--- config.mk ---
export PLATFORM = sky130hd
export DESIGN_NAME = pwm_ramp_limiter_core
export DESIGN_NICKNAME = d
export VERILOG_FILES = /design/src/hdl/prl_pkg.sv /design/src/hdl/prl_serial_div.sv /design/src/hdl/pwm_ramp_limiter_core.sv
export SDC_FILE = /design/constraint.sdc
export NUM_CORES = 1
export LEC_CHECK = 0
export ABC_AREA = 1
export BUFFER_PORTS_ARGS = -buffer_cell sky130_fd_sc_hd__buf_2
export CORE_MARGIN = 2
export CORE_UTILIZATION = 46
export CTS_CLUSTER_DIAMETER = 100
export CTS_CLUSTER_SIZE = 8
export DETAILED_ROUTE_END_ITERATION = 8
export PLACE_DENSITY = 0.68
export SYNTH_ARGS = -nofsm -noshare
export SYNTH_HDL_FRONTEND = slang
export SYNTH_SLANG_ARGS = --single-unit
--- constraint.sdc ---
create_clock -name clk -period 8.5 [get_ports clk]
set_input_delay 1.7 -clock clk [delete_from_list [all_inputs] [get_ports clk]]
set_output_delay 1.7 -clock clk [all_outputs]
set_load 0.05 [all_outputs]
--- src/hdl/prl_pkg.sv ---
// ----------------------------------------------------------------------------
// prl_pkg
// Types and constants for the PWM ramp limiter.
// ----------------------------------------------------------------------------
`default_nettype none

package prl_pkg;

	localparam int DUTY_W    = 8;
	localparam int TIME_W    = 16;
	localparam int PROD_W    = DUTY_W + TIME_W;
	localparam int CREDIT_W  = 40;
	localparam int CFG_IDX_W = 3;
	localparam int CFG_DAT_W = 16;

	localparam logic [DUTY_W-1:0] LOW_END_RST   = 8'd0;
	localparam logic [DUTY_W-1:0] HIGH_END_RST  = 8'd255;
	localparam logic [TIME_W-1:0] RAMP_UP_RST   = 16'd10;
	localparam logic [TIME_W-1:0] RAMP_DOWN_RST = 16'd30;
	localparam logic [TIME_W-1:0] TICK_RST      = 16'd1;

	typedef enum logic [CFG_IDX_W-1:0] {
		CFG_PWM_LOW_END  = 3'd0,
		CFG_PWM_HIGH_END = 3'd1,
		CFG_RAMP_UP      = 3'd2,
		CFG_RAMP_DOWN    = 3'd3,
		CFG_TICK         = 3'd4
	} cfg_index_t;

	typedef enum logic [1:0] {
		ST_IDLE,
		ST_PREP,
		ST_DIV,
		ST_ACC
	} prl_state_t;

endpackage : prl_pkg

`default_nettype wire

--- src/hdl/prl_serial_div.sv ---
// ----------------------------------------------------------------------------
// prl_serial_div
// Bit-serial restoring divider: one quotient bit per cycle, MSB first.
// ----------------------------------------------------------------------------
`default_nettype none

module prl_serial_div
	import prl_pkg::*;
#(
	parameter int DIVIDEND_W = 40
) (
	input  wire logic                  clk,
	input  wire logic                  arst_n,
	input  wire logic                  start,
	input  wire logic [DIVIDEND_W-1:0] dividend,
	input  wire logic [TIME_W-1:0]     divisor,
	output logic                       done,
	output logic [DIVIDEND_W-1:0]      quotient
);

	localparam int CNT_W = $clog2(DIVIDEND_W + 1);

	logic [CNT_W-1:0]      cnt_q;
	logic                  done_q;
	logic [TIME_W-1:0]     rem_q;
	logic [TIME_W-1:0]     dvsr_q;
	logic [DIVIDEND_W-1:0] dq_q;

	logic [TIME_W:0]       shifted;
	logic [TIME_W:0]       trial;
	logic                  fits;

	// Shift the next dividend bit into the partial remainder and try the subtract.
	assign shifted = {rem_q, dq_q[DIVIDEND_W-1]};
	assign trial   = shifted - {1'b0, dvsr_q};
	assign fits    = !trial[TIME_W];

	always_ff @(posedge clk or negedge arst_n) begin
		if (!arst_n) begin
			cnt_q  <= '0;
			done_q <= 1'b0;
		end else begin
			done_q <= 1'b0;
			if (start) begin
				cnt_q <= CNT_W'(DIVIDEND_W);
			end else if (cnt_q != '0) begin
				cnt_q <= cnt_q - 1'b1;
				if (cnt_q == CNT_W'(1)) begin
					done_q <= 1'b1;
				end
			end
		end
	end

	always_ff @(posedge clk) begin
		if (start) begin
			rem_q  <= '0;
			dvsr_q <= divisor;
			dq_q   <= dividend;
		end else if (cnt_q != '0) begin
			rem_q <= fits ? trial[TIME_W-1:0] : shifted[TIME_W-1:0];
			dq_q  <= {dq_q[DIVIDEND_W-2:0], fits};
		end
	end

	assign done     = done_q;
	assign quotient = dq_q;

endmodule : prl_serial_div

`default_nettype wire

--- src/hdl/pwm_ramp_limiter_core.sv ---
// ----------------------------------------------------------------------------
// pwm_ramp_limiter_core
// Slew-rate limiter for a fan PWM value with fractional per-direction credit.
// ----------------------------------------------------------------------------
//  channel   | direction | payload (low bits first)         | handshake
//  s_axis    | in        | present_duty[7:0], wanted_duty   | tvalid/tready
//  m_axis    | out       | next_duty[7:0]                   | tvalid/tready
//  cfg       | in        | cfg_index (reg 0..4), cfg_data   | cfg_valid/cfg_ready
//
//  An item passes from the input register through the prep step and the
//  bit-serial divider, which produces span*tick/ramp one quotient bit per cycle,
//  to the accumulate step; equal or empty-band items skip the divider.
//  One item is in flight at a time; the next input is taken once the result sits
//  in the output register, even if the sink has not yet taken it.
//  Reset clears both credits and loads the register defaults; no clearing pass.
//  A stalled sink holds the finished item in the last step until the slot frees.
// ----------------------------------------------------------------------------
`default_nettype none

module pwm_ramp_limiter_core
	import prl_pkg::*;
#(
	parameter int FRACTION_BITS = 16
) (
	input  wire logic                 clk,
	input  wire logic                 arst_n,

	input  wire logic                 s_axis_tvalid,
	output logic                      s_axis_tready,
	input  wire logic [15:0]          s_axis_tdata,   // [7:0] present_duty, [15:8] wanted_duty

	output logic                      m_axis_tvalid,
	input  wire logic                 m_axis_tready,
	output logic [7:0]                m_axis_tdata,   // [7:0] next_duty

	input  wire logic                 cfg_valid,
	output logic                      cfg_ready,
	input  wire logic [CFG_IDX_W-1:0] cfg_index,
	input  wire logic [CFG_DAT_W-1:0] cfg_data
);

	localparam int DIVIDEND_W = PROD_W + FRACTION_BITS;
	localparam int SUM_W      = ((DIVIDEND_W > CREDIT_W) ? DIVIDEND_W : CREDIT_W) + 1;
	localparam logic [CREDIT_W-1:0] FracMask =
		CREDIT_W'((64'd1 << FRACTION_BITS) - 64'd1);

	// Configuration registers
	logic [DUTY_W-1:0] low_end_q;
	logic [DUTY_W-1:0] high_end_q;
	logic [TIME_W-1:0] ramp_up_q;
	logic [TIME_W-1:0] ramp_down_q;
	logic [TIME_W-1:0] tick_q;

	// Item state
	prl_state_t        state_q, state_d;
	logic [DUTY_W-1:0] present_q, wanted_q;
	logic [DUTY_W-1:0] cur_q, tgt_q;
	logic              up_q, stronger_q, skip_q;
	logic [CREDIT_W-1:0] credit_str_q, credit_weak_q;

	// Output register
	logic              out_valid_q;
	logic [DUTY_W-1:0] next_duty_q;

	// Control from the sequencer
	logic in_fire, prep_en, div_start, acc_fire, out_free;

	// Prep-stage logic
	logic              band_fwd;
	logic [DUTY_W-1:0] lo, hi, cur_c, tgt_c, span;
	logic              up_c, stronger_c, skip_c;
	logic [TIME_W-1:0] ramp_sel, ramp_eff, tick_eff;
	logic [PROD_W-1:0] product;

	// Divider
	logic                  div_done;
	logic [DIVIDEND_W-1:0] quotient;

	// Accumulate-stage logic
	logic [CREDIT_W-1:0] credit_sel, credit_new;
	logic [SUM_W-1:0]    credit_sum;
	logic                sat;
	logic                step_nz, step_big;
	logic [DUTY_W-1:0]   step_lo, gap, step_eff, result;

	// ------------------------------------------------------------------------
	// Configuration port
	// ------------------------------------------------------------------------
	assign cfg_ready = 1'b1;

	always_ff @(posedge clk or negedge arst_n) begin
		if (!arst_n) begin
			low_end_q   <= LOW_END_RST;
			high_end_q  <= HIGH_END_RST;
			ramp_up_q   <= RAMP_UP_RST;
			ramp_down_q <= RAMP_DOWN_RST;
			tick_q      <= TICK_RST;
		end else if (cfg_valid && cfg_ready) begin
			unique case (cfg_index)
				CFG_PWM_LOW_END:  low_end_q   <= cfg_data[DUTY_W-1:0];
				CFG_PWM_HIGH_END: high_end_q  <= cfg_data[DUTY_W-1:0];
				CFG_RAMP_UP:      ramp_up_q   <= cfg_data;
				CFG_RAMP_DOWN:    ramp_down_q <= cfg_data;
				CFG_TICK:         tick_q      <= cfg_data;
				default: ;
			endcase
		end
	end

	// ------------------------------------------------------------------------
	// Sequencer
	// ------------------------------------------------------------------------
	assign out_free = !out_valid_q || m_axis_tready;

	always_ff @(posedge clk or negedge arst_n) begin
		if (!arst_n) begin
			state_q <= ST_IDLE;
		end else begin
			state_q <= state_d;
		end
	end

	always_comb begin
		state_d       = state_q;
		s_axis_tready = 1'b0;
		prep_en       = 1'b0;
		div_start     = 1'b0;
		acc_fire      = 1'b0;
		unique case (state_q)
			ST_IDLE: begin
				s_axis_tready = 1'b1;
				if (s_axis_tvalid) begin
					state_d = ST_PREP;
				end
			end
			ST_PREP: begin
				prep_en = 1'b1;
				if (skip_c) begin
					state_d = ST_ACC;
				end else begin
					div_start = 1'b1;
					state_d   = ST_DIV;
				end
			end
			ST_DIV: begin
				if (div_done) begin
					state_d = ST_ACC;
				end
			end
			ST_ACC: begin
				if (out_free) begin
					acc_fire = 1'b1;
					state_d  = ST_IDLE;
				end
			end
		endcase
	end

	assign in_fire = s_axis_tvalid && s_axis_tready;

	always_ff @(posedge clk) begin
		if (in_fire) begin
			present_q <= s_axis_tdata[DUTY_W-1:0];
			wanted_q  <= s_axis_tdata[2*DUTY_W-1:DUTY_W];
		end
	end

	// ------------------------------------------------------------------------
	// Prep: clamp into the band, pick direction and divisor
	// ------------------------------------------------------------------------
	assign band_fwd = high_end_q >= low_end_q;
	assign lo       = band_fwd ? low_end_q : high_end_q;
	assign hi       = band_fwd ? high_end_q : low_end_q;
	assign cur_c    = (present_q < lo) ? lo : ((present_q > hi) ? hi : present_q);
	assign tgt_c    = (wanted_q < lo) ? lo : ((wanted_q > hi) ? hi : wanted_q);
	assign span     = hi - lo;
	assign skip_c   = (cur_c == tgt_c) || (span == '0);
	assign up_c     = tgt_c > cur_c;
	assign stronger_c = band_fwd ? up_c : !up_c;
	assign ramp_sel = stronger_c ? ramp_up_q : ramp_down_q;
	assign ramp_eff = (ramp_sel == '0) ? TIME_W'(1) : ramp_sel;
	assign tick_eff = (tick_q == '0) ? TIME_W'(1) : tick_q;
	assign product  = PROD_W'(span) * PROD_W'(tick_eff);

	always_ff @(posedge clk) begin
		if (prep_en) begin
			cur_q      <= cur_c;
			tgt_q      <= tgt_c;
			up_q       <= up_c;
			stronger_q <= stronger_c;
			skip_q     <= skip_c;
		end
	end

	prl_serial_div #(
		.DIVIDEND_W (DIVIDEND_W)
	) u_div (
		.clk      (clk),
		.arst_n   (arst_n),
		.start    (div_start),
		.dividend ({product, {FRACTION_BITS{1'b0}}}),
		.divisor  (ramp_eff),
		.done     (div_done),
		.quotient (quotient)
	);

	// ------------------------------------------------------------------------
	// Accumulate: add to the credit, take the integer step, move without overshoot
	// ------------------------------------------------------------------------
	assign credit_sel = stronger_q ? credit_str_q : credit_weak_q;
	assign credit_sum = SUM_W'(credit_sel) + SUM_W'(quotient);
	assign sat        = |(credit_sum >> CREDIT_W);
	assign credit_new = sat ? '1 : credit_sum[CREDIT_W-1:0];

	assign step_nz  = |(credit_new >> FRACTION_BITS);
	assign step_big = |(credit_new >> (FRACTION_BITS + DUTY_W));
	assign step_lo  = credit_new[FRACTION_BITS +: DUTY_W];
	assign gap      = up_q ? (tgt_q - cur_q) : (cur_q - tgt_q);
	assign step_eff = (step_big || (step_lo > gap)) ? gap : step_lo;

	always_comb begin
		result = cur_q;
		if (!skip_q && step_nz) begin
			result = up_q ? (cur_q + step_eff) : (cur_q - step_eff);
		end
	end

	always_ff @(posedge clk or negedge arst_n) begin
		if (!arst_n) begin
			credit_str_q  <= '0;
			credit_weak_q <= '0;
		end else if (acc_fire) begin
			// Drop the whole part that was spent; the fraction carries over.
			if (skip_q) begin
				credit_str_q  <= '0;
				credit_weak_q <= '0;
			end else if (stronger_q) begin
				credit_str_q  <= credit_new & FracMask;
				credit_weak_q <= '0;
			end else begin
				credit_str_q  <= '0;
				credit_weak_q <= credit_new & FracMask;
			end
		end
	end

	// ------------------------------------------------------------------------
	// Output register
	// ------------------------------------------------------------------------
	always_ff @(posedge clk or negedge arst_n) begin
		if (!arst_n) begin
			out_valid_q <= 1'b0;
		end else if (acc_fire) begin
			out_valid_q <= 1'b1;
		end else if (m_axis_tready) begin
			out_valid_q <= 1'b0;
		end
	end

	always_ff @(posedge clk) begin
		if (acc_fire) begin
			next_duty_q <= result;
		end
	end

	assign m_axis_tvalid = out_valid_q;
	assign m_axis_tdata  = next_duty_q;

endmodule : pwm_ramp_limiter_core

`default_nettype wire

## Word level (Yosys, flattened, before mapping)

Index checks and enable logic that the tools add are counted.

| storage, ports and cells | value |
|---|---|
| logic and storage cells | 116 |
| register bits after elaboration | 269 |

| cells by class | value |
|---|---|
| $mul | 1 |
| $add $sub $neg | 8 |
| equal/unequal tests | 12 |
| $lt $le $gt $ge | 7 |
| muxes and demuxes | 40 |
| reductions and logical operators | 25 |

Operator list:

| cell | count |
|---|---|
| two-way mux 40 bit | 4 |
| two-way mux 16 bit | 7 |
| two-way mux 8 bit | 10 |
| adder 40 x 40 -> 41 bit | 1 |
| > comparator 8 bit | 4 |
| logical NOT 16 bit | 2 |
| subtractor 8 bit | 4 |
| multiplier 8 x 16 -> 24 bit | 1 |
| OR reduction 24 bit | 1 |
| subtractor 17 x 16 -> 17 bit | 1 |
| < comparator 8 bit | 2 |
| OR reduction 16 bit | 1 |
| two-way mux 1 bit | 13 |
| two-way mux 6 bit | 2 |
| AND reduction 2 bit | 5 |
| adder 8 bit | 1 |
| == test 8 bit | 1 |
| >= comparator 8 bit | 1 |
| logical NOT 8 bit | 1 |
| one-hot mux 2 bit (4 select lines) | 1 |
| == test 3 x 2 -> 1 bit (second input constant) | 2 |
| == test 6 x 1 -> 1 bit (second input constant) | 1 |
| two-way mux 2 bit | 3 |
| nonzero test 6 bit | 1 |
| other kinds (14) | 23 |

## Longest topological paths before layout

Gate-level depths: netlist of the first run.

| depth | value |
|---|---|
| depth after elaboration | 10 |
| depth in mapped cells | 51 |
| gate-level depth less buffers | 48 |

## Hierarchy

A second synthesis of the first run with hierarchy kept.

| unflattened totals | value |
|---|---|
| cell total of the unflattened synthesis | 2,650 |
| area, all modules | 19,785.2 µm² |

Modules (own cells, without submodules):

| module | times used | cells each | area an instance (µm²) |
|---|---|---|---|
| pwm_ramp_limiter_core | 1 | 2,080 | 15,223.4 |
| prl_serial_div | 1 | 570 | 4,561.9 |

## Least setup slack after synthesis of the first run

Ideal clock, no wire load.

| timing path | value |
|---|---|
| path kind | register to register |
| from | reg low_end_q[5] |
| to | reg u_div.dq_q[38] (netlist: u_div.quotient[38]) (data pin) |
| library setup time | 0.253 ns |
| setup slack | 1.379 ns |
| data arrival time | 6.868 ns |
| period minus slack after synthesis | 7.121 ns |
| stages on the path, launching flop included | 42 |
| cell sequence | dfrtp_1 -> inv_1 -> ha_1 -> inv_2 -> nor3_2 -> nand4_2 -> nand3_4 -> buf_12 -> nand2_1 -> o21ai_2 -> nand2_2 -> ha_1 -> inv_1 -> nand2_2 -> nand2_2 -> nand4_1 -> and2_1 -> buf_6 -> [... 6 more ...] -> inv_1 -> fa_1 -> inv_1 -> fa_1 -> inv_1 -> ha_1 -> a21oi_1 -> o21ai_0 -> a21oi_1 -> o21ai_0 -> a31oi_1 -> o21bai_1 -> a21boi_0 -> o21bai_1 -> a21oi_1 -> xor2_1 -> nand2_1 -> nand2_1 |

| on the way | value |
|---|---|
| word-level cells in the longest chain between the ends | 10 |

Ends and longest elaborated chain:

| element | line | RTL |
|---|---|---|
| from (decl) | pwm_ramp_limiter_core.sv:48 | `logic [DUTY_W-1:0] low_end_q;` |
| from (signal assigned) | pwm_ramp_limiter_core.sv:100 | `CFG_PWM_LOW_END: low_end_q <= cfg_data[DUTY_W-1:0];` |
| branches (longest 9 deep; another with multiplier 8 x 16 -> 24 bit) | - |  |
| two-way mux 40 bit (*) | prl_serial_div.sv:56 | `if (start) begin` |
| to (signal assigned) | prl_serial_div.sv:59 | `dq_q <= dividend;` |
| to (signal assigned) | prl_serial_div.sv:62 | `dq_q <= {dq_q[DIVIDEND_W-2:0], fits};` |
| to (decl) | prl_serial_div.sv:27 | `logic [DIVIDEND_W-1:0] dq_q;` |

Mark *: on every way between the ends.
A chain may end at the register's enable or synchronous reset.

## Final worst setup path of the first run

Ends and elaborated chain as after synthesis.

==> impl_metrics.py, run 1 <==
metrics = {
    "outcome": {
        "status": "complete, no violations",
    },
    "sta": {
        "timing.slew.headroom_pct": 28.2,
        "period_needed_ns": 7.73,
        "setup_tns_ns": 0,
        "fin_skew_ns": 0.0119,
        "hold_viol": 0,
        "finalCritPeriodShare_pct": 91.0,
        "report.final.slew_viol_count": 0,
        "setup_viol": 0,
        "tightest_slew_ns": 1.07,
        "fmax_mhz": 129,
    },
    "synth": {
        "syn_inst": 2523,
        "synth_flop_cell": "dfrtp_1",
        "async_reset_ff_share_pct": 48.0,
        "yosysUniqueCellTypes": 62,
        "ys_top_cells_by_count": "628 x nand2_1, 455 x inv_1, 207 x nor2_1, 164 x o21ai_0, 160 x ha_1",
        "yosys_warnings": 0,
        "yosysTopAreaCellShare_pct": 13.0,
        "yosys.area.top_type": "edfxtp_1",
        "yosysSeqAreaShare_pct": 30.3,
        "synth_edf_count": 83,
        "synth_area_mm2": 0.0191,
        "synth_area_per_cell_um2": 7.58,
        "syn_nets": 2812,
        "yosysMostFrequentCell": "nand2_1",
        "synth-seq-cells": 221,
        "synthTopCellsByArea": "edfxtp_1 13%, nand2_1 12%, dfrtp_1 12%, ha_1 10%, fa_1 9.3%",
    },
    "cells_and_area": {
        "antennaDiodeCount": 0,
        "multi_input_area_mm2": 0.0111,
        "instances_no_fill": 3114,
        "drive_gt1_share_pct": 8.87,
        "nets": 2846,
        "final_util_pct": 51.0,
        "fin_area_mm2": 0.0209,
        "seq_area_mm2": 0.00580,
        "nFillCells": 3949,
        "syn2layout_area_growth_pct": 9.07,
    },
    "grt": {
        "grt_start_max_net_pins": 73,
        "grt_pass1_wl_um": 79400,
        "grt_overflow_total": 0,
        "antenna_found_initial": 0,
        "grt_use_total_pct": 22.6,
        "grt_pass1_vias": 15677,
    },
    "job": {
        "max_cap_viol_count": 0,
    },
    "placement": {
        "post_dp_cell_area_mm2": 0.0198,
        "dp_cells": 3051,
        "hpwl_um": 37800,
        "routabilityCongestion": 0.943,
        "numPortBuffers": 49,
    },
    "route": {
        "drt_iter0_drc": 1080,
        "post-route-drc-count": 0,
        "viasPerCell": 5.11,
        "dr_total_vias": 15928,
        "wl_per_cell_um": 15.5,
        "drt_first_pass_iters": 5,
        "totalWireLength_um": 48300,
        "detail-route-antenna-nets": 0,
    },
    "critical_path": {
        "crit_required_ns": 8.78,
        "critPathKind": "flip-flop to flip-flop",
        "worst_r2r_startpoint": "low_end_q[5]",
        "slowest_delay_ns": 0.54,
        "path_common_cell": "inv_1",
        "worst_setup_path_start_kind": "flip-flop",
        "r2r_cells": 38,
        "r2r_slack_ns": 0.77,
        "worst-path-max-fanout": 17,
        "crit_slowest_cell": "fa_1",
        "r2r_end": "u_div.quotient[38]",
        "end_kind": "flip-flop",
        "worstPathArrival_ns": 8.01,
    },
    "floorplan": {
        "die_width_um": 208,
        "pin_count": 51,
        "die-area_mm2": 0.0432,
        "start_util_pct": 46.8,
        "rows": 74,
        "fp.dieH_um": 208,
        "core-area_mm2": 0.0409,
    },
    "clock_network": {
        "cts_tree": "built",
        "clk_latency_ns": 0.53,
        "clockBufferDepth": 3,
        "cts_made_buffers": 34,
        "clkSinkCount": 221,
        "clock-root-buffer": "clkbuf_16",
        "path_clk_slew_ns": 0.05,
        "htree_levels": 2,
    },
    "hold_path": {
        "hp-start": "ramp_up_q[7]",
        "hold-path-endpoint": "ramp_up_q[7]",
        "hold_class": "flip-flop to flip-flop",
        "hold_depth": 2,
    },
}
cell type report:
cell class | instances | share of cell area, %
clock buffer | 57 | 4.69
clock inverter | 4 | 0.324
inverter | 494 | 8.88
multi-input combinational | 1741 | 53.3
sequential | 221 | 27.8
tap | 532 | 3.19
timing repair buffer | 65 | 1.82
worst max-delay path: cells and delay by family (launching register included):
kind / cells / cell delay (ns)
AO/OA/AOI/OAI: 10 / 1.69
XOR/XNOR: 1 / 0.08
adder cells (fa/ha/maj): 7 / 2.98
buffers and inverters: 8 / 0.73
flip-flops: 1 / 0.37
AND/OR/NAND/NOR: 12 / 1.60
routing by layer:
metal	track usage, %	vias up	routed length (µm)
met5	0	-	0
met3	3.55	75	2150
li1	-	8051	-
met1	30.3	7465	22200
met4	6.99	0	1290
met2	37.6	337	22600
registers in the layout (all words and copies together) (netlist names), 2 cells and up:
register and count:
low_end_q 8, u_div.rem_q 16, present_q 8, ramp_down_q 16, high_end_q 8, cur_q 8
credit_str_q 16, state_q 2, tgt_q 8, u_div.quotient 40, m_axis_tdata 8, u_div.cnt_q 6
credit_weak_q 16, ramp_up_q 16, tick_q 16, wanted_q 8, u_div.dvsr_q 16
through the flow:
step	hold slack [ns]	setup slack, ns
final	0.477	0.766
after global routing	0.499	-0.0125
after CTS	0.481	0.616
after detailed placement	0.468	0.645
after global placement	0.460	0.759
after floorplan	0.448	1.38
kinds of logic (layout without fill, tap and decap cells):
kind of cell               count (synthesis)  in the layout  share of synthesized area (%)
buffers and inverters                    562            620                           11.8
xor gates and xnor gates                  81             81                           3.83
DFF                                      221            221                           30.3
and+or+nand+nor                         1042           1043                           23.1
muxes                                     16             16                          0.922
AOI/OAI and AO/OA                        351            351                           10.3
adders and majority gates                249            249                           19.8
other                                      1              1                         0.0196
worst max-delay path by stage:
stage	startpoint	slack, ns	endpoint
after floorplan	low_end_q[5]	1.38	u_div.quotient[38]
after global placement	high_end_q[5]	0.76	u_div.quotient[38]
after detailed placement	high_end_q[3]	0.64	u_div.quotient[38]
after CTS	high_end_q[5]	0.62	u_div.quotient[38]
after global routing	low_end_q[5]	-0.01	u_div.quotient[38]
final	low_end_q[5]	0.77	u_div.quotient[38]
placed cells by master, fill, tap and decap left out, drive strengths merged, types with 5 or more instances in the layout:
cell    instances
nand2         634
inv           491
nor2          208
o21ai         187
ha            160
nand3         127
dfrtp          91
fa             89
edfxtp         83
a21oi          83
buf            65
clkbuf         57
xor2           55
o22ai          35
dfxtp          32
nand4          29
xnor2          26
o211ai         15
dfstp          15
mux2           13
nand3b         11
or2            10
nor3            9
nor4            8
a211oi          6
o21a            6
clkinv          6
o21bai          5
and2            5
timing repair:
| item | CTS | global route |
|---|---|---|
| endpoints found under the setup margin | 0 | 2 |
| hold buffers | 0 | 0 |
| buffers inserted | 0 | 1 |
| gates resized for setup | 0 | 2 |
Power of run 1 is not shown: default switching activity piles up to over one toggle a cycle in this logic, so the estimate is an artifact.
==> run 2: changes to the inputs <==
Settings changed: CORE_UTILIZATION 46 to 45, GPL_ROUTABILITY_DRIVEN from default to 1, PLACE_DENSITY 0.68 to 0.67, REMOVE_ABC_BUFFERS from default to 1.
==> run 2 against run 1 <==
Sequential cell count unchanged. Die area up 2.2%. Routed wire length down 2.6%. Core utilization down 1.3 points. Final area down 0.13%. Setup slack worse by 0.16 ns. Non-clock buffer count up 2. First-iteration DRC count down 1.5%. Via count up 0.26%.
==> impl_metrics.py, run 2 (synthesized netlist as in run 1, its figures left out) <==
metrics = {
    "hold_path": {
        "hold_class": "flip-flop to flip-flop",
        "hp-start": "ramp_down_q[13]",
    },
    "sta": {
        "report.final.slew_viol_count": 0,
        "period_needed_ns": 7.89,
        "setup_viol": 0,
        "fin_skew_ns": 0.0245,
        "tightest_slew_ns": 1.20,
        "finalCritPeriodShare_pct": 92.9,
        "hold_viol": 0,
        "setup_tns_ns": 0,
        "timing.slew.headroom_pct": 19.4,
        "rsz0062_at_grt": "false",
        "fmax_mhz": 127,
    },
    "job": {
        "max_cap_viol_count": 0,
    },
    "route": {
        "drt_first_pass_iters": 5,
        "highest_layer": "met4",
        "wl_met2_um": 21400,
        "drt_iter0_drc": 1064,
        "viasPerCell": 5.11,
        "wl_met1_um": 22100,
        "totalWireLength_um": 47000,
        "dr_total_vias": 15970,
        "detail-route-antenna-nets": 0,
        "post-route-drc-count": 0,
        "wl_met3_um": 2200,
        "wl_per_cell_um": 15.1,
    },
    "grt": {
        "grt_start_max_net_pins": 73,
        "grt_use_total_pct": 21.7,
        "antenna_found_initial": 0,
        "grt_overflow_total": 0,
        "grt_pass1_vias": 15554,
        "grt_pass1_wl_um": 77300,
    },
    "floorplan": {
        "core-area_mm2": 0.0419,
        "rows": 75,
        "die-area_mm2": 0.0442,
        "fp.dieH_um": 210,
        "die_width_um": 210,
        "start_util_pct": 45.6,
        "pin_count": 51,
    },
    "cells_and_area": {
        "drive_gt1_share_pct": 8.97,
        "antennaDiodeCount": 0,
        "final_common_cell": "nand2_1",
        "syn2layout_area_growth_pct": 8.93,
        "largest_register_ffs": 40,
        "nets": 2848,
        "final_cell_mix": "628 x nand2_1, 455 x inv_1, 207 x nor2_1",
    },
    "clock_network": {
        "cts_tree": "built",
        "path_clk_slew_ns": 0.05,
        "cts_made_buffers": 34,
        "clkSinkCount": 221,
        "clock-root-buffer": "clkbuf_16",
        "htree_levels": 2,
        "postCtsHoldBufs": 0,
        "clockBufferDepth": 3,
        "clk_latency_ns": 0.54,
    },
    "critical_path": {
        "crit_slowest_cell": "fa_1",
        "crit_required_ns": 8.80,
        "worst-path-max-fanout": 17,
        "crit_start": "low_end_q[5]",
        "r2r_slack_ns": 0.61,
        "worst_r2r_startpoint": "low_end_q[5]",
        "worst_setup_path_start_kind": "flip-flop",
        "critPathKind": "flip-flop to flip-flop",
        "end_kind": "flip-flop",
        "worstPathArrival_ns": 8.19,
        "slowest_delay_ns": 0.55,
    },
    "placement": {
        "routabilityCongestion": 0.943,
        "hpwl_um": 36300,
        "numPortBuffers": 49,
    },
    "outcome": {
        "status": "complete, no violations",
    },
}
## run 2: final timing paths
kind / endpoint / cells past startpoint
setup / recovery: u_div.quotient[38] / 37
hold / removal: ramp_down_q[13] / 2
setup reg to reg: u_div.quotient[38] / 37
min in group asynchronous: credit_str_q[9] / 1
hold reg to reg: ramp_down_q[13] / 2
max in group asynchronous: ramp_up_q[14] / 2
## run 2: metal layers
layer / vias up / track usage, %
met4: 0 / 7.48
met3: 74 / 3.37
li1: 8053 / -
met2: 381 / 35.2
met1: 7462 / 29.6
met5: - / 0
## run 2: per-stage QoR
step | hold slack (ns) | std cells | instance area (µm²) | worst slack (ns) | utilization [%]
floorplan | 0.448 | 2455 | 18700 | 1.21 | -
global placement | 0.461 | 3061 | 19800 | 0.657 | 47.2
detailed placement | 0.470 | 3061 | 19800 | 0.443 | 47.2
CTS | 0.483 | 3123 | 20800 | 0.462 | 49.6
global route | 0.497 | 3124 | 20800 | 0.0437 | 49.7
finish | 0.478 | 3124 | 20800 | 0.605 | 49.7
## run 2: area by class of cell
| class | instances | area, µm² |
|---|---|---|
| timing repair buffer | 67 | 383 |
| multi-input combinational | 1741 | 11100 |
| clock buffer | 58 | 961 |
| clock inverter | 4 | 42.5 |
| fill | 4102 | 21100 |
| sequential | 221 | 5800 |
| tap | 539 | 674 |
| inverter | 494 | 1850 |
## run 2: repair_timing
action | in CTS | in global routing
resized for setup | 0 | 3
endpoints found under the setup margin | 0 | 1
buffers inserted | 0 | 0
## run 2: worst max-delay path: cells and delay by family, from the launching register on
family	cells	cell delay (ns)
adders and majority gates	7	2.96
AOI/OAI and AO/OA	9	1.63
and+or+nand+nor	14	1.98
xor gates and xnor gates	1	0.14
DFF	1	0.38
buffers and inverters	6	0.57
Power of run 2 is left out for the same reason.
